<file path="src/design/i2cbs_pkg.sv">
`timescale 1ns / 1ps
`default_nettype none
// ----------------------------------------------------------------------------
// i2cbs_pkg
// Types, command codes and the microcode program of the I2C bit sequencer.
// ----------------------------------------------------------------------------
package i2cbs_pkg;

  localparam int unsigned PhaseW = 16;
  localparam int unsigned UpcW   = 5;

  typedef logic [UpcW-1:0] upc_t;

  typedef enum logic [2:0] {
    CMD_START    = 3'd0,
    CMD_STOP     = 3'd1,
    CMD_WRITE    = 3'd2,
    CMD_READ     = 3'd3,
    CMD_SEND_ACK = 3'd4,
    CMD_RECV_ACK = 3'd5
  } cmd_t;

  typedef enum logic [1:0] {
    SCL_KEEP,
    SCL_LO,
    SCL_HI
  } scl_op_t;

  typedef enum logic [2:0] {
    SDA_KEEP,
    SDA_LO,
    SDA_HI,
    SDA_ACK,
    SDA_SHIFT
  } sda_op_t;

  typedef enum logic [1:0] {
    FLOW_NEXT,
    FLOW_END,
    FLOW_LOOP
  } flow_t;

  typedef enum logic [1:0] {
    SEQ_IDLE,
    SEQ_EMIT,
    SEQ_HOLD
  } seq_state_t;

  typedef struct packed {
    scl_op_t scl_op;
    sda_op_t sda_op;
    logic    sample;
    logic    rbyte_out;
    logic    ack_out;
    flow_t   flow;
    upc_t    target;
  } ucode_t;

  // one phase step handed from the sequencer to the datapath
  typedef struct packed {
    logic       fire;
    ucode_t     word;
    logic [2:0] bit_index;
    logic       last;
  } step_t;

  localparam upc_t PC_START    = 5'd0;
  localparam upc_t PC_STOP     = 5'd4;
  localparam upc_t PC_WRITE    = 5'd7;
  localparam upc_t PC_READ     = 5'd10;
  localparam upc_t PC_READ_BIT = 5'd11;
  localparam upc_t PC_SEND_ACK = 5'd14;
  localparam upc_t PC_RECV_ACK = 5'd17;

  function automatic ucode_t mk(scl_op_t scl_op, sda_op_t sda_op, logic sample,
                                logic rbyte_out, logic ack_out, flow_t flow,
                                upc_t target);
    ucode_t w;
    w.scl_op    = scl_op;
    w.sda_op    = sda_op;
    w.sample    = sample;
    w.rbyte_out = rbyte_out;
    w.ack_out   = ack_out;
    w.flow      = flow;
    w.target    = target;
    return w;
  endfunction

  function automatic upc_t entry_pc(logic [2:0] cmd);
    upc_t pc;
    case (cmd)
      CMD_START:    pc = PC_START;
      CMD_STOP:     pc = PC_STOP;
      CMD_WRITE:    pc = PC_WRITE;
      CMD_READ:     pc = PC_READ;
      CMD_SEND_ACK: pc = PC_SEND_ACK;
      CMD_RECV_ACK: pc = PC_RECV_ACK;
      default:      pc = PC_START;
    endcase
    return pc;
  endfunction

  // control store, one word per pin phase
  function automatic ucode_t ucode(upc_t pc);
    ucode_t w;
    case (pc)
      // start
      5'd0:  w = mk(SCL_KEEP, SDA_HI,    1'b0, 1'b0, 1'b0, FLOW_NEXT, PC_START);
      5'd1:  w = mk(SCL_HI,   SDA_KEEP,  1'b0, 1'b0, 1'b0, FLOW_NEXT, PC_START);
      5'd2:  w = mk(SCL_KEEP, SDA_LO,    1'b0, 1'b0, 1'b0, FLOW_NEXT, PC_START);
      5'd3:  w = mk(SCL_LO,   SDA_KEEP,  1'b0, 1'b0, 1'b0, FLOW_END,  PC_START);
      // stop
      5'd4:  w = mk(SCL_KEEP, SDA_LO,    1'b0, 1'b0, 1'b0, FLOW_NEXT, PC_START);
      5'd5:  w = mk(SCL_HI,   SDA_KEEP,  1'b0, 1'b0, 1'b0, FLOW_NEXT, PC_START);
      5'd6:  w = mk(SCL_KEEP, SDA_HI,    1'b0, 1'b0, 1'b0, FLOW_END,  PC_START);
      // write byte, msb first
      5'd7:  w = mk(SCL_KEEP, SDA_SHIFT, 1'b0, 1'b0, 1'b0, FLOW_NEXT, PC_START);
      5'd8:  w = mk(SCL_HI,   SDA_KEEP,  1'b0, 1'b0, 1'b0, FLOW_NEXT, PC_START);
      5'd9:  w = mk(SCL_LO,   SDA_KEEP,  1'b0, 1'b0, 1'b0, FLOW_LOOP, PC_WRITE);
      // read byte
      5'd10: w = mk(SCL_KEEP, SDA_HI,    1'b0, 1'b0, 1'b0, FLOW_NEXT, PC_START);
      5'd11: w = mk(SCL_HI,   SDA_KEEP,  1'b0, 1'b0, 1'b0, FLOW_NEXT, PC_START);
      5'd12: w = mk(SCL_KEEP, SDA_KEEP,  1'b1, 1'b0, 1'b0, FLOW_NEXT, PC_START);
      5'd13: w = mk(SCL_LO,   SDA_KEEP,  1'b0, 1'b1, 1'b0, FLOW_LOOP, PC_READ_BIT);
      // send ack
      5'd14: w = mk(SCL_KEEP, SDA_ACK,   1'b0, 1'b0, 1'b0, FLOW_NEXT, PC_START);
      5'd15: w = mk(SCL_HI,   SDA_KEEP,  1'b0, 1'b0, 1'b0, FLOW_NEXT, PC_START);
      5'd16: w = mk(SCL_LO,   SDA_KEEP,  1'b0, 1'b0, 1'b0, FLOW_END,  PC_START);
      // receive ack
      5'd17: w = mk(SCL_KEEP, SDA_HI,    1'b0, 1'b0, 1'b0, FLOW_NEXT, PC_START);
      5'd18: w = mk(SCL_HI,   SDA_KEEP,  1'b0, 1'b0, 1'b0, FLOW_NEXT, PC_START);
      5'd19: w = mk(SCL_KEEP, SDA_KEEP,  1'b1, 1'b0, 1'b0, FLOW_NEXT, PC_START);
      5'd20: w = mk(SCL_LO,   SDA_KEEP,  1'b0, 1'b0, 1'b1, FLOW_END,  PC_START);
      default: w = mk(SCL_KEEP, SDA_KEEP, 1'b0, 1'b0, 1'b0, FLOW_END, PC_START);
    endcase
    return w;
  endfunction

endpackage
`default_nettype wire

</file>
<file path="src/design/i2cbs_sequencer.sv">
`timescale 1ns / 1ps
`default_nettype none
// ----------------------------------------------------------------------------
// i2cbs_sequencer
// Microprogram counter, bit loop counter and phase hold timer.
// ----------------------------------------------------------------------------
module i2cbs_sequencer (
  input  wire                          clk,
  input  wire                          rst_n,
  input  wire                          cmd_valid,
  input  wire  [2:0]                   cmd,
  output logic                         cmd_ready,
  input  wire                          cfg_valid,
  input  wire  [i2cbs_pkg::PhaseW-1:0] cfg_data,
  output logic                         cfg_ready,
  input  wire                          out_free,
  output i2cbs_pkg::step_t             step
);

  i2cbs_pkg::seq_state_t           state_r, state_nxt;
  i2cbs_pkg::upc_t                 pc_r, pc_nxt;
  logic [2:0]                      bit_r, bit_nxt;
  logic [i2cbs_pkg::PhaseW-1:0]    timer_r, timer_nxt;
  logic                            done_r, done_nxt;
  logic [i2cbs_pkg::PhaseW-1:0]    plen_r;
  i2cbs_pkg::ucode_t               word;
  logic                            last;
  logic                            fire;

  assign cfg_ready = 1'b1;
  assign cmd_ready = (state_r == i2cbs_pkg::SEQ_IDLE);

  always_ff @(posedge clk) begin
    if (!rst_n) begin
      state_r <= i2cbs_pkg::SEQ_IDLE;
      pc_r    <= '0;
      bit_r   <= '0;
      timer_r <= '0;
      done_r  <= 1'b0;
      plen_r  <= i2cbs_pkg::PhaseW'(10);
    end else begin
      state_r <= state_nxt;
      pc_r    <= pc_nxt;
      bit_r   <= bit_nxt;
      timer_r <= timer_nxt;
      done_r  <= done_nxt;
      if (cfg_valid) begin
        plen_r <= cfg_data;
      end
    end
  end

  always_comb begin
    word      = i2cbs_pkg::ucode(pc_r);
    last      = (word.flow == i2cbs_pkg::FLOW_END) ||
                ((word.flow == i2cbs_pkg::FLOW_LOOP) && (bit_r == 3'd7));
    fire      = 1'b0;
    state_nxt = state_r;
    pc_nxt    = pc_r;
    bit_nxt   = bit_r;
    timer_nxt = timer_r;
    done_nxt  = done_r;
    case (state_r)
      i2cbs_pkg::SEQ_IDLE: begin
        // unused command codes are taken and dropped
        if (cmd_valid && (cmd <= i2cbs_pkg::CMD_RECV_ACK)) begin
          pc_nxt    = i2cbs_pkg::entry_pc(cmd);
          bit_nxt   = 3'd0;
          state_nxt = i2cbs_pkg::SEQ_EMIT;
        end
      end
      i2cbs_pkg::SEQ_EMIT: begin
        if (out_free) begin
          fire      = 1'b1;
          done_nxt  = last;
          timer_nxt = (plen_r == '0) ? '0 : plen_r - 1'b1;
          state_nxt = i2cbs_pkg::SEQ_HOLD;
          if ((word.flow == i2cbs_pkg::FLOW_LOOP) && !last) begin
            pc_nxt  = word.target;
            bit_nxt = bit_r + 3'd1;
          end else if (word.flow == i2cbs_pkg::FLOW_NEXT) begin
            pc_nxt = pc_r + 1'b1;
          end
        end
      end
      i2cbs_pkg::SEQ_HOLD: begin
        if (timer_r == '0) begin
          state_nxt = done_r ? i2cbs_pkg::SEQ_IDLE : i2cbs_pkg::SEQ_EMIT;
        end else begin
          timer_nxt = timer_r - 1'b1;
        end
      end
      default: begin
        state_nxt = i2cbs_pkg::SEQ_IDLE;
      end
    endcase
    step.fire      = fire;
    step.word      = word;
    step.bit_index = bit_r;
    step.last      = last;
  end

endmodule
`default_nettype wire

</file>
<file path="src/design/i2cbs_datapath.sv">
`timescale 1ns / 1ps
`default_nettype none
// ----------------------------------------------------------------------------
// i2cbs_datapath
// Pin level holds, shift byte and the registered result beat.
// ----------------------------------------------------------------------------
module i2cbs_datapath (
  input  wire                    clk,
  input  wire                    rst_n,
  input  wire                    cmd_accept,
  input  wire  [2:0]             cmd,
  input  wire  [7:0]             write_byte,
  input  wire                    ack_to_send,
  input  wire  [7:0]             sda_seen,
  input  i2cbs_pkg::step_t       step,
  output logic                   out_free,
  output logic                   out_valid,
  input  wire                    out_ready,
  output logic                   out_scl,
  output logic                   out_sda,
  output logic                   out_sample,
  output logic [7:0]             out_rbyte,
  output logic                   out_ack,
  output logic                   out_last
);

  logic       scl_r, scl_nxt;
  logic       sda_r, sda_nxt;
  logic [7:0] shift_r, shift_nxt;
  logic       ack_r;
  logic [7:0] seen_r;
  logic       valid_r;
  logic       oscl_r, osda_r, osample_r, oack_r, olast_r;
  logic [7:0] orbyte_r;
  logic [2:0] msb_idx;

  assign out_free   = !valid_r || out_ready;
  assign out_valid  = valid_r;
  assign out_scl    = oscl_r;
  assign out_sda    = osda_r;
  assign out_sample = osample_r;
  assign out_rbyte  = orbyte_r;
  assign out_ack    = oack_r;
  assign out_last   = olast_r;

  always_comb begin
    msb_idx   = 3'd7 - step.bit_index;
    scl_nxt   = scl_r;
    sda_nxt   = sda_r;
    shift_nxt = shift_r;
    case (step.word.scl_op)
      i2cbs_pkg::SCL_LO: scl_nxt = 1'b0;
      i2cbs_pkg::SCL_HI: scl_nxt = 1'b1;
      default:           scl_nxt = scl_r;
    endcase
    case (step.word.sda_op)
      i2cbs_pkg::SDA_LO:    sda_nxt = 1'b0;
      i2cbs_pkg::SDA_HI:    sda_nxt = 1'b1;
      i2cbs_pkg::SDA_ACK:   sda_nxt = ack_r;
      i2cbs_pkg::SDA_SHIFT: sda_nxt = shift_r[msb_idx];
      default:              sda_nxt = sda_r;
    endcase
    if (step.word.sample && seen_r[msb_idx]) begin
      shift_nxt[msb_idx] = 1'b1;
    end
  end

  always_ff @(posedge clk) begin
    if (!rst_n) begin
      scl_r   <= 1'b1;
      sda_r   <= 1'b1;
      shift_r <= '0;
      valid_r <= 1'b0;
    end else begin
      if (cmd_accept) begin
        if (cmd == i2cbs_pkg::CMD_WRITE) begin
          shift_r <= write_byte;
        end else if (cmd == i2cbs_pkg::CMD_READ) begin
          shift_r <= '0;
        end
      end else if (step.fire) begin
        scl_r   <= scl_nxt;
        sda_r   <= sda_nxt;
        shift_r <= shift_nxt;
      end
      if (step.fire) begin
        valid_r <= 1'b1;
      end else if (out_ready) begin
        valid_r <= 1'b0;
      end
    end
  end

  // payload, no reset
  always_ff @(posedge clk) begin
    if (cmd_accept) begin
      ack_r  <= ack_to_send;
      seen_r <= sda_seen;
    end
    if (step.fire) begin
      oscl_r    <= scl_nxt;
      osda_r    <= sda_nxt;
      osample_r <= step.word.sample;
      // the byte only shows on the final bit of the read
      orbyte_r  <= (step.word.rbyte_out && step.last) ? shift_nxt : 8'h00;
      oack_r    <= step.word.ack_out & seen_r[7];
      olast_r   <= step.last;
    end
  end

endmodule
`default_nettype wire

</file>
<file path="src/design/i2c_master_bit_sequencer.sv">
`timescale 1ns / 1ps
`default_nettype none
// ----------------------------------------------------------------------------
// i2c_master_bit_sequencer
// Expands I2C master commands into pin phases from a microcoded control store.
// ----------------------------------------------------------------------------
// each pin phase, once the output is free, has an emit state to step the microcode
// and load the beat, then a hold state that counts down the phase_length timer
// a command takes 3 to 25 phases
// one command at a time, the next is taken from the cycle after the last phase hold
// the first beat is emitted from the emit state and registered as the output beat
// synchronous reset: lines released, phase_length 10, no beat pending
module i2c_master_bit_sequencer (
  input  wire          clk,
  input  wire          rst_n,
  input  wire          in_tvalid,
  output logic         in_tready,
  input  wire  [23:0]  in_tdata,   // write_byte[7:0], ack_to_send[8], sda_seen[16:9]
  input  wire  [2:0]   in_tuser,   // command
  output logic         out_tvalid,
  input  wire          out_tready,
  output logic [15:0]  out_tdata,  // scl_level[0], sda_level[1], read_byte[9:2], ack_seen[10]
  output logic         out_tuser,  // sample_point
  output logic         out_tlast,
  input  wire          cfg_valid,
  output logic         cfg_ready,
  input  wire  [15:0]  cfg_data
);

  i2cbs_pkg::step_t step;
  logic             out_free;
  logic             in_accept;
  logic             o_scl, o_sda, o_ack;
  logic [7:0]       o_rbyte;

  assign in_accept = in_tvalid && in_tready;
  assign out_tdata = {5'b0, o_ack, o_rbyte, o_sda, o_scl};

  i2cbs_sequencer u_seq (
    .clk       (clk),
    .rst_n     (rst_n),
    .cmd_valid (in_tvalid),
    .cmd       (in_tuser),
    .cmd_ready (in_tready),
    .cfg_valid (cfg_valid),
    .cfg_data  (cfg_data),
    .cfg_ready (cfg_ready),
    .out_free  (out_free),
    .step      (step)
  );

  i2cbs_datapath u_dp (
    .clk         (clk),
    .rst_n       (rst_n),
    .cmd_accept  (in_accept),
    .cmd         (in_tuser),
    .write_byte  (in_tdata[7:0]),
    .ack_to_send (in_tdata[8]),
    .sda_seen    (in_tdata[16:9]),
    .step        (step),
    .out_free    (out_free),
    .out_valid   (out_tvalid),
    .out_ready   (out_tready),
    .out_scl     (o_scl),
    .out_sda     (o_sda),
    .out_sample  (out_tuser),
    .out_rbyte   (o_rbyte),
    .out_ack     (o_ack),
    .out_last    (out_tlast)
  );

endmodule
`default_nettype wire
</file>
<file path="config.mk">
export PLATFORM = sky130hd
export DESIGN_NAME = i2c_master_bit_sequencer
export DESIGN_NICKNAME = d
export VERILOG_FILES = /design/src/design/i2cbs_pkg.sv /design/src/design/i2cbs_sequencer.sv /design/src/design/i2cbs_datapath.sv /design/src/design/i2c_master_bit_sequencer.sv
export SDC_FILE = /design/constraint.sdc
export NUM_CORES = 1
export LEC_CHECK = 0
export ABC_AREA = 0
export BUFFER_PORTS_ARGS = -buffer_cell sky130_fd_sc_hd__buf_2
export CELL_PAD_IN_SITES_DETAIL_PLACEMENT = 0
export CELL_PAD_IN_SITES_GLOBAL_PLACEMENT = 1
export CORE_UTILIZATION = 39
export DETAILED_ROUTE_END_ITERATION = 10
export GPL_ROUTABILITY_DRIVEN = 0
export PLACE_DENSITY_LB_ADDON = 0.1
export SLEW_MARGIN = 20
export SYNTH_ARGS = -nofsm -noshare
export SYNTH_HDL_FRONTEND = slang
export SYNTH_SLANG_ARGS = --single-unit
export TNS_END_PERCENT = 5
</file>
<file path="constraint.sdc">
create_clock -name clk -period 2.5 [get_ports clk]
set_input_delay 0.25 -clock clk [delete_from_list [all_inputs] [get_ports clk]]
set_output_delay 0.25 -clock clk [all_outputs]
set_load 0.02 [all_outputs]
</file>
# Word level (Yosys, flattened, before mapping)
# Memory sizes are Yosys's and may differ from the RTL's. A register that Yosys moved wholly into a read port is not among the register bits.
# Index checks and enable logic that the tools add are counted.
[totals]
regBits = 76
rom_bits = 448
input_bits = 48
word_cells = 117
mem_count = 1
[classes]
add_sub_neg = 5
magnitude_cmp = 3
n_eq_ne = 23
mux = 38
n_bitwise = 3
n_reduce_logical = 26
[memory_table]
columns = ["memory", "depth", "width", "read_ports", "rd_ports_with_merged_regs", "write_ports", "line", "text"]
rows = [
  ["(no name shown)", 32, 14, 1, 1, 0, "i2cbs_pkg.sv:106", "case (pc)"],
]
[ops]
columns = ["op", "n"]
rows = [
  ["16-bit 2-to-1 mux", 3],
  ["8-bit 2-to-1 mux", 5],
  ["16-bit zero test", 2],
  ["16-bit case mux with 2 select lines", 1],
  ["16-bit by 1-bit subtractor with 16-bit output, second input constant", 2],
  ["5-bit 2-to-1 mux", 6],
  ["5-bit case mux with 5 select lines", 1],
  ["3-bit by 2-bit == test with 1-bit output, second input constant", 4],
  ["3-bit == test, second input constant", 4],
  ["5-bit case mux with 2 select lines", 1],
  ["3-bit 2-to-1 mux", 3],
  ["1-bit 2-to-1 mux", 8],
  ["8-bit bitwise OR", 1],
  ["4-bit AND reduction", 2],
  ["2-bit nonzero test", 4],
  ["1-bit logical AND", 7],
  ["1-bit binary-select mux with 3-bit select", 2],
  ["2-bit by 1-bit == test with 1-bit output, second input constant", 3],
  ["2-bit == test, second input constant", 3],
  ["3-bit by 1-bit == test with 1-bit output, second input constant", 2],
  ["2-bit 2-to-1 mux", 3],
  ["2-bit by 1-bit inequality test with 1-bit output, second input constant", 3],
  ["3-bit by 1-bit inequality test with 1-bit output, second input constant", 2],
  ["2-bit case mux with 3 select lines", 1],
  ["18 further kinds", 25],
]

# Logic depth before layout (Yosys ltp)
# Gate-level depths: netlist of the first run.
[logic_depth]
word_depth = 10
ltp_mapped = 15
ltp_nobuf = 13

# Cells and area by module
# A second synthesis of the first run with hierarchy kept.
[hier_totals]
hier_cells = 521
area_unflattened_um2 = 4842.1
[by_module_without_submodules]
columns = ["mod", "instances", "cells_each", "area_each_um2", "seq_area_each_um2"]
rows = [
  ["i2cbs_sequencer", 1, 369, 3164.3, 1081.0],
  ["i2cbs_datapath", 1, 142, 1607.8, 880.8],
  ["i2c_master_bit_sequencer", 1, 10, 70.1, 0.0],
]

# Worst setup path after synthesis of the first run
# Ideal clock, no wire load.
[synth_path]
path_type = "flip-flop to flip-flop"
start = "register u_seq.state_r[0]"
end = "register u_seq.word[10] (netlist name)"
arrival_time_ns = 2.357
required_time_ns = 2.405
slack_ns = 0.048
stages_incl_launch_ff = 14
n_path_buf = 0
period_less_slack_ns = 2.452
path_cell_list = "dfxtp_1 -> inv_1 -> ha_1 -> nor2b_1 -> a31o_2 -> and3_1 -> nor2_1 -> nor2_1 -> inv_1 -> ha_1 -> inv_1 -> nor3_1 -> nor2_1 -> a221oi_1"
[synth_via]
elab_chain_len = 5
word_cells_on_any_way = 10
[synth_rtl]
columns = ["item", "line", "text"]
rows = [
  ["start: declaration", "i2cbs_sequencer.sv:20", "i2cbs_pkg::seq_state_t state_r, state_nxt;"],
  ["start signal: assignment", "i2cbs_sequencer.sv:35", "state_r <= i2cbs_pkg::SEQ_IDLE;"],
  ["start signal: assignment", "i2cbs_sequencer.sv:42", "state_r <= state_nxt;"],
  ["2-bit zero test *", "--", ""],
  ["net in_tready", "i2c_master_bit_sequencer.sv:17", "output logic in_tready,"],
  ["2-bit by 1-bit inequality test with 1-bit output (no line) or 2-bit nonzero test (tied branches)", "--", ""],
  ["4-bit AND reduction (no line)", "--", ""],
  ["5-bit 2-to-1 mux (no line) * (2 in series)", "--", ""],
]
# The timed path passes the listed nets; every way through them passes the cells marked *.
# A chain may end at the register's enable or synchronous reset.

# Final worst setup path of the first run
[layout_path]
start = "register u_seq.bit_r[0]"
end = "register u_seq.word[13] (netlist name)"
[layout_via]
elab_chain_len = 10
word_cells_on_any_way = 12
[layout_rtl]
columns = ["item", "line", "text"]
rows = [
  ["start: declaration", "i2cbs_sequencer.sv:22", "logic [2:0] bit_r, bit_nxt;"],
  ["start signal: assignment", "i2cbs_sequencer.sv:44", "bit_r <= bit_nxt;"],
  ["3-bit == test *", "i2cbs_sequencer.sv:56", "((word.flow == i2cbs_pkg::FLOW_LOOP) && (bit_r == 3'd7));"],
  ["1-bit logical AND *", "i2cbs_sequencer.sv:56", ""],
  ["1-bit logical OR *", "i2cbs_sequencer.sv:55", "last = (word.flow == i2cbs_pkg::FLOW_END) ||"],
  ["1-bit zero test *", "i2cbs_sequencer.sv:78", "if ((word.flow == i2cbs_pkg::FLOW_LOOP) && !last) begin"],
  ["1-bit logical AND *", "i2cbs_sequencer.sv:78", ""],
  ["5-bit 2-to-1 mux", "i2cbs_sequencer.sv:78", ""],
  ["5-bit 2-to-1 mux", "i2cbs_sequencer.sv:73", "if (out_free) begin"],
  ["5-bit case mux with 2 select lines", "i2cbs_sequencer.sv:63", "case (state_r)"],
  ["5-bit 2-to-1 mux (no line) * (2 in series)", "--", ""],
]
# Every way passes the cells marked *; elsewhere a longest branch is shown, timed or not. The select of a mux whose other input is x is not followed.

==> results.md, run 1 <==
- Outcome: finished, violations left
- Violations in the final reports: design-rule violations
- Placement Cell Area: 5271 sq um
- Switching share of power: 0.3871
- Net count, final: 661
- Setup repair after global routing missed its margin: no
- VDD IR-drop max: 0.6936 mV
- Area growth from synthesis to layout: 20.66%
- Simple-gate share of the synthesized area: 0.2130
- Detailed-route DRC error count: 7
- Hold violation total from the final report: 0
- Cell class contributing the biggest share of worst-path delay: simple AND/OR/NAND/NOR gates
- Share of synthesized area occupied by flip-flops and latches: 0.4191
- Violation count after the first detailed-routing iteration: 154
- Area of all placed cells without fillers: 5648 sq um
- Data arrival time of the critical path: 2.62 ns
- Sequential power share: 0.329
- Worst hold-check path type: input pin to flop
- Wire length of the first global-routing pass: 19.91 mm
- Slowest library cell on the worst path: dfxtp_1
- Crit path top cell by count: nor2_1
- Multi-input gate area: 2551 sq um
- Net Sw Power: 2306 uW
- Post-Syn Instances: 522
- Library cell occupying the most area in the post-synthesis netlist: dfxtp_1
- Post-synthesis adder-cell area fraction: 0.03422
- # placed instances: 731
- Combinational Power Share: 0.448
- Tcrit/Tclk final: 0.9564
- Worst Skew: 0.005979 ns
- Number of cells traversed by the worst register-to-register path: 11
- Slew Viols, Final: 0
- Number of input and output port buffers inserted: 55
- Vias per inst: 5.363
- Critical Path Start: u_seq.bit_r[0]$_SDFFE_PN0P_
- Delay of the slowest cell on the worst path: 0.32 ns
- Die extent in x: 111.6 microns
- Clock transition time at the flip-flop clock pins of the worst setup and hold paths: 0.06 ns
- Multiplexer area fraction after synthesis: 0.07110
- CP Data Required Time: 2.73 ns
- Most area-consuming cells after synthesis: dfxtp_1 (28%), edfxtp_1 (14%), nor2_1 (5.5%)
- Type of origin of the critical path: flop
- Maximum number of pins on one net before global-route repair: 32
- Total of flip-flops plus latches after synthesis: 87
- Vias: 4,017
- Final number of setup-violating endpoints: 0
- Int Pwr: 3651 uW
- DRT Wirelength: 12.01 mm
- Post-DP HPWL: 9.137 mm
- Clock Tree Buf Depth: 2
- Share of the synthesized area in the top cell type: 0.2780
- Final std cells w/o fill: 749
- Post-synth top flop: dfxtp_1
- Setup Crit Path Kind: flop to flop
- Post-synth EDFFs: 22
- Overall fraction of global-route tracks in use: 0.2045
- Post-layout util: 0.4884
- FF-to-FF setup slack: 0.11 ns
- Clock buffers created by TritonCTS: 9
- Num Clock Sinks: 87
- Number of filler cells placed in the layout: 1,123
- Power density normalized to cell area: 1055 nW/um^2
- Worst r2r dst: u_seq.word[13]$_DFF_P_
- Fraction of power consumed by the clock network: 0.222
- Mapped Area: 4681 sq um
- Aggregate global routing overflow: 0
- Number of antenna violations at the first check in global routing: 0
- Shortest period the worst path allows: 2.391 ns
- Core region area: 11,560 sq um
- Antenna diode count: 0
- Leakage Power: 0.002216 uW
- Number of cell rows: 39
- Worst reg2reg path startpoint: u_seq.bit_r[0]$_SDFFE_PN0P_
- Vertical die dimension: 111.6 microns
- Effective utilization at floorplan: 0.4047
- Synth warnings: 0
- Synth Area per Inst: 8.967 sq um
- Number of H-tree levels: 3
- Number of global-route vias before repair: 4,079
- TritonCTS clock tree: yes
- Fraction of the mapped netlist area in compound gates: 0.1786
- Achievable clock frequency: 418.2 MHz
- Seq. cell area: 1963 sq um
- Root buffer cell: clkbuf_16
- Xor/xnor share of the synthesized area: 0.02807
- IO Count: 69
- Post-CTS Hold Buffers: 0
- Number of maximum-capacitance violations: 0
- Share of synthesized flip-flops with an asynchronous set or reset: 0
- Headroom to the max-slew limit: 0.6297
- Maximum fanout encountered on the critical timing path: 4
- CP endpoint kind: flop
- Average wire length per cell after detail routing: 16.03 microns
- Combined buffer and inverter count along the critical path: 2
- Stages on worst setup path: 11
- Last element of the critical path: u_seq.word[13]$_DFF_P_
- Worst-skew pair later-pin latency: 0.34 ns
- ANT nets after route: 0
- Drt pass-1 iters: 8
- Ratio of cells with drive above 1 in the final layout: 0.2376
- Main combinational cell family by area after synthesis: simple AND/OR/NAND/NOR gates
- CP cell instances: ha_2, ha_4, nor3b_4, o32a_1, and3_4, nor2_1, nor2_1, inv_1, ha_1, buf_4, a221o_1
- Number of different library cells in the post-synthesis netlist: 73
- Slew @ Worst Pin: 0.5504 ns
- Area of the die: 12,440 sq um
## power by group through the flow
stage	clock network, uW	logic, uW	registers, uW
after floorplan	0	1690	2020
after global placement	0	2530	1980
after detailed placement	0	2560	1990
after CTS	1360	2580	1960
after global routing	1410	2970	2000
final	1320	2670	1960
## cells in the final DEF (no fill, tap or decap), types with 16 or more instances in the layout
cell type | Yosys | layout
edfxtp_1 | 22 | 22
nor3_1 | 17 | 16
inv_1 | 21 | 21
buf_4 | 9 | 40
mux2i_1 | 22 | 22
a21oi_1 | 32 | 29
o21ai_0 | 25 | 24
nor2_1 | 68 | 68
buf_2 | 5 | 55
nand2_1 | 37 | 37
dfxtp_1 | 65 | 64
## cells in the mapped netlist, types with 5 or more instances
master and number:
and2_1 7, nor2_1 68, nand3_1 12, xnor2_1 7
edfxtp_1 22, nand2b_1 5, mux2i_1 22, a31oi_1 6
o211ai_1 6, clkbuf_1 16, nor3_1 17, nor4_1 5
nor3b_1 9, nand2_1 37, a21oi_1 32, o22ai_1 6
a22oi_1 5, ha_1 12, buf_2 5, and3_1 5
o21ai_0 25, buf_4 9, xor2_1 8, inv_1 21
dfxtp_1 65
## cell families (layout without fill, tap and decap cells)
| kind of cell | Yosys count | in the layout |
|---|---|---|
| XOR/XNOR | 15 | 15 |
| AO/OA/AOI/OAI | 126 | 126 |
| AND/OR/NAND/NOR | 196 | 196 |
| flip-flops | 87 | 87 |
| multiplexers | 28 | 28 |
| buffers and inverters | 55 | 135 |
| other | 2 | 6 |
| adder cells (fa/ha/maj) | 13 | 13 |
## through the flow
stage / TNS (ns) / setup slack [ns] / hold slack [ns] / total power (uW)
detailed placement: -0.04797 / -0.03513 / 0.4289 / 4549
global route: 0 / 0.003900 / 0.06572 / 6385
finish: 0 / 0.1090 / 0.07986 / 5957
floorplan: 0 / 0.04786 / 0.3489 / 3715
global placement: 0 / 0.01917 / 0.4284 / 4507
CTS: 0 / 0.03045 / 0.06745 / 5903
## worst register-to-register path, stage by stage (launching register included)
cell and delay (ns):
dfxtp_1 0.32, ha_2 0.20, ha_4 0.17, nor3b_4 0.26, o32a_1 0.21, and3_4 0.21
nor2_1 0.06, nor2_1 0.14, inv_1 0.06, ha_1 0.19, buf_4 0.14, a221o_1 0.31
## registers in the layout (all words and copies together) (netlist names), 2 cells and up
| signal | cells |
|---|---|
| u_dp.out_rbyte | 8 |
| u_seq.bit_r | 3 |
| u_seq.plen_r | 16 |
| u_seq.word | 11 |
| u_dp.shift_r | 8 |
| u_seq.timer_r | 16 |
| u_dp.seen_r | 8 |
| u_seq.pc_r | 5 |
| u_seq.state_r | 2 |
## worst min path at each step
stage                  from                       end  slack [ns]  cells after the start
2_1_floorplan   in_tdata[8]      u_dp.ack_r$_DFFE_PP_        0.35                      0
3_3_place_gp    in_tdata[9]  u_dp.seen_r[0]$_DFFE_PP_        0.43                      1
3_5_place_dp   in_tdata[10]  u_dp.seen_r[1]$_DFFE_PP_        0.43                      1
4_1_cts        in_tdata[10]  u_dp.seen_r[1]$_DFFE_PP_        0.07                      1
5_1_grt        in_tdata[10]  u_dp.seen_r[1]$_DFFE_PP_        0.07                      1
6_report       in_tdata[10]  u_dp.seen_r[1]$_DFFE_PP_        0.08                      1
## cell type report
cell class | count | area share
Multi-Input combinational cell | 384 | 0.4517
Timing Repair Buffer | 95 | 0.1019
Sequential cell | 87 | 0.3476
Tap cell | 143 | 0.03168
Clock inverter | 7 | 0.01130
Clock buffer | 9 | 0.03988
Inverter | 24 | 0.01595
## timing repair
item / 4_1_cts / 5_1_grt
setup endpoints to repair: 3 / 6
buffers inserted: 0 / 2
pin swaps: 0 / 6
gates resized for setup: 4 / 16
## metal layers
layer  wire length, microns  global-route usage
met3                    337             0.02885
met5                      0                   0
met1                   5291              0.2390
met4                    218             0.08378
met2                   6161              0.3746
Power figures use the tool's default switching activity.
==> inputs of run 2 (changes only) <==
--- a/config.mk
+++ b/config.mk
@@ -5,11 +5,11 @@
 export SDC_FILE = /design/constraint.sdc
 export NUM_CORES = 1
 export LEC_CHECK = 0
-export ABC_AREA = 0
+export ABC_AREA = 1
 export BUFFER_PORTS_ARGS = -buffer_cell sky130_fd_sc_hd__buf_2
 export CELL_PAD_IN_SITES_DETAIL_PLACEMENT = 0
 export CELL_PAD_IN_SITES_GLOBAL_PLACEMENT = 1
-export CORE_UTILIZATION = 39
+export CORE_UTILIZATION = 38
 export DETAILED_ROUTE_END_ITERATION = 10
 export GPL_ROUTABILITY_DRIVEN = 0
 export PLACE_DENSITY_LB_ADDON = 0.1
==> run 2 against run 1 <==
The run now ends clean. Total power grew 14%. Count of clock-buffer cells in the layout grew 2. Via count grew 7.5%. Flip-flop and latch count is the same. Worst setup slack gained 0.13 ns. Global-route usage shrank 1.2 points. Cell count grew 22%. Synthesized area grew 4.2%. Clock skew shrank 0.00051 ns. Worst hold slack lost 0.0058 ns. Clock power grew 9%. Cell area grew 0.40%.
==> results.md, run 2 <==
- Outcome: finished, final reports clean
- Post-synth top flop: dfxtp_1
- VDD IR-drop max: 0.4260 mV (-39%)
- Power density normalized to cell area: 1196 nW/um^2 (+13%)
- Switching share of power: 0.4338 (+0.04670)
- Detailed-route DRC error count: 0 (-7)
- Int Pwr: 3841 uW (+5.2%)
- Violation count after the first detailed-routing iteration: 220 (+43%)
- Mapped Area: 4878 sq um (+4.2%)
- Area of all placed cells without fillers: 5670 sq um (+0.40%)
- Net count, final: 797 (+21%)
- Final-layout worst hold slack: 0.07402 ns (-0.005835 ns)
- Post-CTS Hold Buffers: 0 (unchanged)
- Worst-skew pair later-pin latency: 0.35 ns (about the same)
- Overall fraction of global-route tracks in use: 0.1928 (-0.01166)
- Share of the synthesized area in the top cell type: 0.2667 (-0.01127)
- Net Sw Power: 2942 uW (+28%)
- Number of global-route vias before repair: 3,939 (-3.4%)
- Vias per inst: 4.726 (-12%)
- Synth Area per Inst: 7.206 sq um (-20%)
- Worst Skew: 0.005465 ns (-0.0005138 ns)
- Clock Tree Buf Depth: 2 (unchanged)
- CP endpoint kind: flop
- Slew Viols, Final: 0 (unchanged)
- Headroom to the max-slew limit: 0.5566 (-0.07304)
- Maximum fanout encountered on the critical timing path: 9 (+5)
- Number of input and output port buffers inserted: 55 (unchanged)
- DRT Wirelength: 11.83 mm (-1.5%)
- Share of synthesized flip-flops with an asynchronous set or reset: 0 (unchanged)
- Clock buffers created by TritonCTS: 9 (unchanged)
- Fraction of power consumed by the clock network: 0.213 (-0.009)
- Tcrit/Tclk final: 0.9026 (-0.05377)
- Library cell occupying the most area in the post-synthesis netlist: dfxtp_1
- ANT nets after route: 0 (unchanged)
- Core region area: 12,570 sq um (+8.7%)
- Setup Crit Path Kind: flop to flop
- Wire length of the first global-routing pass: 19.39 mm (-2.6%)
- Achievable clock frequency: 443.2 MHz (+6.0%)
- Effective utilization at floorplan: 0.3882 (-0.01659)
- Shortest period the worst path allows: 2.257 ns (-0.1344 ns)
- Leakage Power: 0.002647 uW (+19%)
- Average wire length per cell after detail routing: 12.94 microns (-19%)
- Most used cells in the layout excluding fill and tap cells: nand2_1 (109), inv_1 (96), nor2_1 (89), o21ai_0 (78), dfxtp_1 (65)
- Ranking of synthesized cells by instance count: nand2_1 (109), inv_1 (96), nor2_1 (89), o21ai_0 (78), dfxtp_1 (65)
- Synth warnings: 0 (unchanged)
- Post-DP HPWL: 8.859 mm (-3.0%)
- Vias: 4,320 (+7.5%)
- Area growth from synthesis to layout: 16.23%
- Clock transition time at the flip-flop clock pins of the worst setup and hold paths: 0.06 ns (about the same)
- Combinational Power Share: 0.471 (+0.023)
- Vertical die dimension: 115.3 microns (+3.4%)
- Number of different library cells in the post-synthesis netlist: 41 (-44%)
- Total of flip-flops plus latches after synthesis: 87 (unchanged)
- Slew @ Worst Pin: 0.6644 ns (+0.1139 ns)
- Hold violation total from the final report: 0 (unchanged)
- Placement Cell Area: 5346 sq um (+1.4%)
- Post-synth EDFFs: 22 (unchanged)
- Most frequent standard cell in the layout excluding fill and tap cells: nand2_1
- Cell with the most instances after synthesis: nand2_1
- Drt pass-1 iters: 5 (-3)
- Final number of setup-violating endpoints: 0 (unchanged)
- Number of maximum-capacitance violations: 0 (unchanged)
- IO Count: 69 (unchanged)
- Type of origin of the critical path: flop
- Most area-consuming cells after synthesis: dfxtp_1 (27%), edfxtp_1 (14%), nand2_1 (8.4%)
- CP Data Required Time: 2.75 ns (+0.02 ns)
- Total negative slack for setup checks: 0 ns (unchanged)
- Share of synthesized area occupied by flip-flops and latches: 0.4022 (-0.01698)
- Maximum number of pins on one net before global-route repair: 41 (+28%)
- Antenna diode count: 0 (unchanged)
- Ratio of cells with drive above 1 in the final layout: 0.1509 (-0.08668)
- Number of cell rows: 41 (+5.1%)
- Area of the die: 13,300 sq um (+6.8%)
- TritonCTS clock tree: yes
- Aggregate global routing overflow: 0 (unchanged)
- Data arrival time of the critical path: 2.50 ns (-0.12 ns)
- Die extent in x: 115.3 microns (+3.4%)
- Num Clock Sinks: 87 (unchanged)
- Number of filler cells placed in the layout: 1,353 (+20%)
- Sequential power share: 0.316 (-0.013)
- Setup repair after global routing missed its margin: no
- Worst hold-check path type: input pin to flop
- Number of antenna violations at the first check in global routing: 0 (unchanged)
- Number of H-tree levels: 3 (unchanged)
- Root buffer cell: clkbuf_16
- Post-Syn Instances: 677 (+30%)
-- run 2: repair_timing --
| item | in CTS | in global routing |
|---|---|---|
| buffers inserted | 0 | 0 |
| setup endpoints to repair | 0 | 1 |
| gates resized for setup | 0 | 2 |
-- run 2: cell type report --
cell class / count / area, sq um / share of cell area
Tap cell: 172 / 215.2 / 0.03795
Clock buffer: 11 / 232.7 / 0.04104
Timing Repair Buffer: 68 / 372.9 / 0.06575
Clock inverter: 5 / 81.33 / 0.01434
Multi-Input combinational cell: 470 / 2415 / 0.4259
Inverter: 101 / 391.6 / 0.06906
Sequential cell: 87 / 1962 / 0.3460
-- run 2: final timing paths --
kind                                     from                  endpoint  slack (ns)  depth (start not counted)
setup / recovery  u_seq.bit_r[0]$_SDFFE_PN0P_    u_seq.word[14]$_DFF_P_        0.24                         16
hold reg to reg       u_dp.scl_r$_SDFFE_PN1P_   u_dp.scl_r$_SDFFE_PN1P_        0.48                          2
setup reg to reg  u_seq.bit_r[0]$_SDFFE_PN0P_    u_seq.word[14]$_DFF_P_        0.24                         16
hold / removal                   in_tdata[14]  u_dp.seen_r[5]$_DFFE_PP_        0.07                          1
-- run 2: metal layers --
metal	global-route usage	part of all wire
met3	0.03321	0.032
met5	0	0
met4	0.08571	0.019
met1	0.2855	0.54
met2	0.2707	0.41
-- run 2: cells by family (layout without fill, tap and decap cells) --
logic type / Yosys count / count (layout) / synth area share
fa+ha+maj: 12 / 12 / 0.03078
xor+xnor: 15 / 15 / 0.02693
compound gates: 150 / 150 / 0.1659
other cells: 2 / 6 / 0.001539
mux: 1 / 1 / 0.002308
simple gates: 286 / 286 / 0.2624
flops: 87 / 87 / 0.4022
buf+inv: 124 / 185 / 0.1080
-- run 2: stage by stage --
stage                     std cells  setup slack, ns  total power (uW)    util
after floorplan                 681           0.3662              4519       -
after global placement          898           0.2410              5328  0.4254
after detailed placement        898           0.2264              5360  0.4254
after CTS                       914           0.2127              6826  0.4504
after global routing            914          0.01613              7386  0.4512
final                           914           0.2434              6783  0.4512
-- run 2: power groups by stage --
| stage | clock network [uW] | registers [uW] | logic (uW) |
|---|---|---|---|
| 6_report | 1440 | 2140 | 3200 |
| 3_5_place_dp | 0 | 2170 | 3190 |
| 5_1_grt | 1530 | 2200 | 3660 |
| 2_1_floorplan | 0 | 2180 | 2340 |
| 4_1_cts | 1480 | 2140 | 3200 |
| 3_3_place_gp | 0 | 2160 | 3160 |
-- run 2: worst max-delay path, stage by stage (launching register included) --
cell     delay [ns]
dfxtp_1        0.31
ha_1           0.19
ha_1           0.18
inv_1          0.10
nand3_2        0.17
nand2_2        0.15
nand3_4        0.16
o21ai_4        0.20
nand2_2        0.10
ha_1           0.28
inv_1          0.03
nand2_1        0.05
nand2_1        0.05
nand2_1        0.05
nand2_1        0.04
nand2_1        0.05
nand2_1        0.04
==> inputs of run 3 (changes only) <==
==> constraint.sdc (replaced) <==
create_clock -name clk -period 2.5 [get_ports clk]
set_input_delay 0.375 -clock clk [delete_from_list [all_inputs] [get_ports clk]]
set_output_delay 0.375 -clock clk [all_outputs]
set_load 0.02 [all_outputs]
==> run 3 against run 2 <==
Clock skew increased by 0.0062 ns. Utilization about the same. Total power decreased by 1.4%. Via count decreased by 1.7%. Worst hold slack improved by 0.13 ns. Clock power decreased by 8%. Maximum frequency decreased by 0.61%. Flip-flop and latch count unchanged. Count of clock-buffer cells in the layout increased by 2. Global-route usage decreased by 0.12 points.
==> results.md, run 3 (same netlist as run 2, synthesis figures left out) <==
- Outcome: finished, final reports clean
- Power density normalized to cell area: 1180 nW/um^2 (-1.4%)
- Number of maximum-capacitance violations: 0 (unchanged)
- Detailed-route DRC error count: 0 (unchanged)
- Number of cell rows: 41 (unchanged)
- Net count, final: 797 (unchanged)
- Most used cells in the layout excluding fill and tap cells: nand2_1 (109), inv_1 (96), nor2_1 (89), o21ai_0 (78), dfxtp_1 (65)
- Core region area: 12,570 sq um (unchanged)
- Worst Skew: 0.01166 ns (+0.006199 ns)
- Post-DP HPWL: 8.965 mm (+1.2%)
- Root buffer cell: clkbuf_16
- Number of antenna violations at the first check in global routing: 0 (unchanged)
- Die extent in x: 115.3 microns (unchanged)
- Met1 Track Usage GR: 0.2815 (-0.004063)
- Ratio of cells with drive above 1 in the final layout: 0.1523 (+0.001348)
- Shortest period the worst path allows: 2.270 ns (+0.01390 ns)
- Wire length of the first global-routing pass: 19.48 mm (+0.46%)
- Antenna diode count: 0 (unchanged)
- Number of cells on the worst hold path: 1 (unchanged)
- Number of cells traversed by the worst register-to-register path: 14 (-2)
- Type of origin of the critical path: flop
- Total negative slack for setup checks: 0 ns (unchanged)
- Maximum number of pins on one net before global-route repair: 27 (-34%)
- Slew @ Worst Pin: 0.6530 ns (-0.01133 ns)
- Crit path top cell by count: ha_1
- TritonCTS clock tree: yes
- Headroom to the max-slew limit: 0.5642 (+0.007564)
- Hold violation total from the final report: 0 (unchanged)
- Vertical die dimension: 115.3 microns (unchanged)
- Vias per inst: 4.647 (-1.7%)
- Achievable clock frequency: 440.4 MHz (-0.61%)
- Worst hold-check path type: input pin to flop
- Setup repair after global routing missed its margin: no
- Most frequent standard cell in the layout excluding fill and tap cells: nand2_1
- Num Clock Sinks: 87 (unchanged)
- Vias: 4,247 (-1.7%)
- Setup Crit Path Kind: flop to flop
- VDD IR-drop max: 0.5210 mV (+22%)
- Leakage Power: 0.002643 uW (-0.18%)
- DRT Wirelength: 11.96 mm (+1.1%)
- ANT nets after route: 0 (unchanged)
- Number of H-tree levels: 3 (unchanged)
- Delay of the slowest cell on the worst path: 0.38 ns (+0.07 ns)
- CP endpoint kind: flop
- Number of input and output port buffers inserted: 55 (unchanged)
- Violation count after the first detailed-routing iteration: 254 (+15%)
- Overall fraction of global-route tracks in use: 0.1916 (-0.001194)
- Tcrit/Tclk final: 0.9082 (+0.005561)
- Area of the die: 13,300 sq um (unchanged)
- CP cell instances: ha_1, ha_1, inv_1, nand3_4, nand2_2, nand2_1, nor2_4, nand2_2, nand3_2, ha_1, inv_1, nor2_1, nand2_1, a21oi_1
- Worst hold endpoint: u_dp.seen_r[4]$_DFFE_PP_
- Buffers inserted during post-CTS setup optimization: 0 (unchanged)
- CP Data Required Time: 2.77 ns (+0.02 ns)
- Slowest library cell on the worst path: dfxtp_1
- Worst-skew pair later-pin latency: 0.35 ns (about the same)
- Data arrival time of the critical path: 2.54 ns (+0.04 ns)
- Aggregate global routing overflow: 0 (unchanged)
- Clock Tree Buf Depth: 2 (unchanged)
- Post-CTS Hold Buffers: 0 (unchanged)
- Slew Viols, Final: 0 (unchanged)
- Area growth from synthesis to layout: 16.16% (about the same)
- Worst reg2reg path startpoint: u_seq.bit_r[0]$_SDFFE_PN0P_
- Final number of setup-violating endpoints: 0 (unchanged)
- Effective utilization at floorplan: 0.3882 (unchanged)
- Routing usage on met2: 0.2762 (+0.005589)
- Number of filler cells placed in the layout: 1,319 (-2.5%)
- FF-to-FF setup slack: 0.23 ns (about the same)
- Number of global-route vias before repair: 3,953 (+0.36%)
- Clock buffers created by TritonCTS: 9 (unchanged)
- Final-layout worst hold slack: 0.2066 ns (+0.1326 ns)
- Worst r2r dst: u_seq.word[10]$_SDFF_PP0_
- Launch instance of the worst min-delay path: in_tdata[13]
- Peak-usage layer in the global routing report: met1
- Average wire length per cell after detail routing: 13.09 microns (+1.1%)
- Drt pass-1 iters: 5 (unchanged)
- Maximum fanout encountered on the critical timing path: 7 (-2)
- Post-layout util: 0.4509 (about the same)
- Met3 Usage GRT: 0.03005 (-0.003163)
- Clock transition time at the flip-flop clock pins of the worst setup and hold paths: 0.07 ns (about the same)
- IO Count: 69 (unchanged)
-- run 3: cell type report --
| type | count | area (sq um) | area share |
|---|---|---|---|
| Multi-Input combinational cell | 470 | 2430 | 0.4288 |
| Sequential cell | 87 | 1962 | 0.3462 |
| Inverter | 101 | 391.6 | 0.06911 |
| Timing Repair Buffer | 68 | 372.9 | 0.06580 |
| Clock buffer | 13 | 272.8 | 0.04813 |
| Tap cell | 172 | 215.2 | 0.03798 |
| Clock inverter | 3 | 22.52 | 0.003974 |
-- run 3: worst max-delay path, delay by kind of cell, from the launching register on --
family	cells	cell delay, ns
AO/OA/AOI/OAI	1	0.14
adder cells (fa/ha/maj)	3	0.59
flip-flops	1	0.38
AND/OR/NAND/NOR	8	0.89
buffers and inverters	2	0.19
-- run 3: worst max-delay path by stage --
stage / depth (start not counted) / start / endpoint / slack (ns)
2_1_floorplan: 17 / u_seq.state_r[1]$_SDFFE_PN0P_ / u_seq.word[14]$_DFF_P_ / 0.37
3_3_place_gp: 16 / u_seq.bit_r[0]$_SDFFE_PN0P_ / u_seq.word[14]$_DFF_P_ / 0.18
3_5_place_dp: 17 / u_seq.state_r[1]$_SDFFE_PN0P_ / u_seq.word[14]$_DFF_P_ / 0.17
4_1_cts: 17 / u_seq.state_r[1]$_SDFFE_PN0P_ / u_seq.word[14]$_DFF_P_ / 0.15
5_1_grt: 17 / u_seq.bit_r[0]$_SDFFE_PN0P_ / u_seq.word[14]$_DFF_P_ / 0.001
6_report: 14 / u_seq.bit_r[0]$_SDFFE_PN0P_ / u_seq.word[10]$_SDFF_PP0_ / 0.23
-- run 3: per-stage QoR --
stage                     total power, uW  cells  cell area (sq um)  worst slack [ns]
after detailed placement             5360    898               5346            0.1715
final                                6685    914               5667            0.2295
after global placement               5328    898               5346            0.1826
after floorplan                      4519    681               4893            0.3662
after global routing                 7295    914               5667          0.001325
after CTS                            6730    914               5642            0.1499
-- run 3: layer usage --
layer / wire [microns] / vias to the layer above
li1: - / 2319
met1: 6516 / 1868
met2: 4943 / 58
met3: 444 / 2
met4: 59 / 0
met5: 0 / -
-- run 3: what timing repair did --
item / in CTS / in global routing
gates resized for setup: 0 / 4
hold endpoints to repair: 0 / 0
endpoints found under the setup margin: 0 / 5
-- run 3: power breakdown --
group	switching (uW)	leakage, uW	internal (uW)
sequential	299	0.000746	1870
combinational	2090	0.00175	1090
clock	562	0.000145	770
total	2950	0.00264	3730
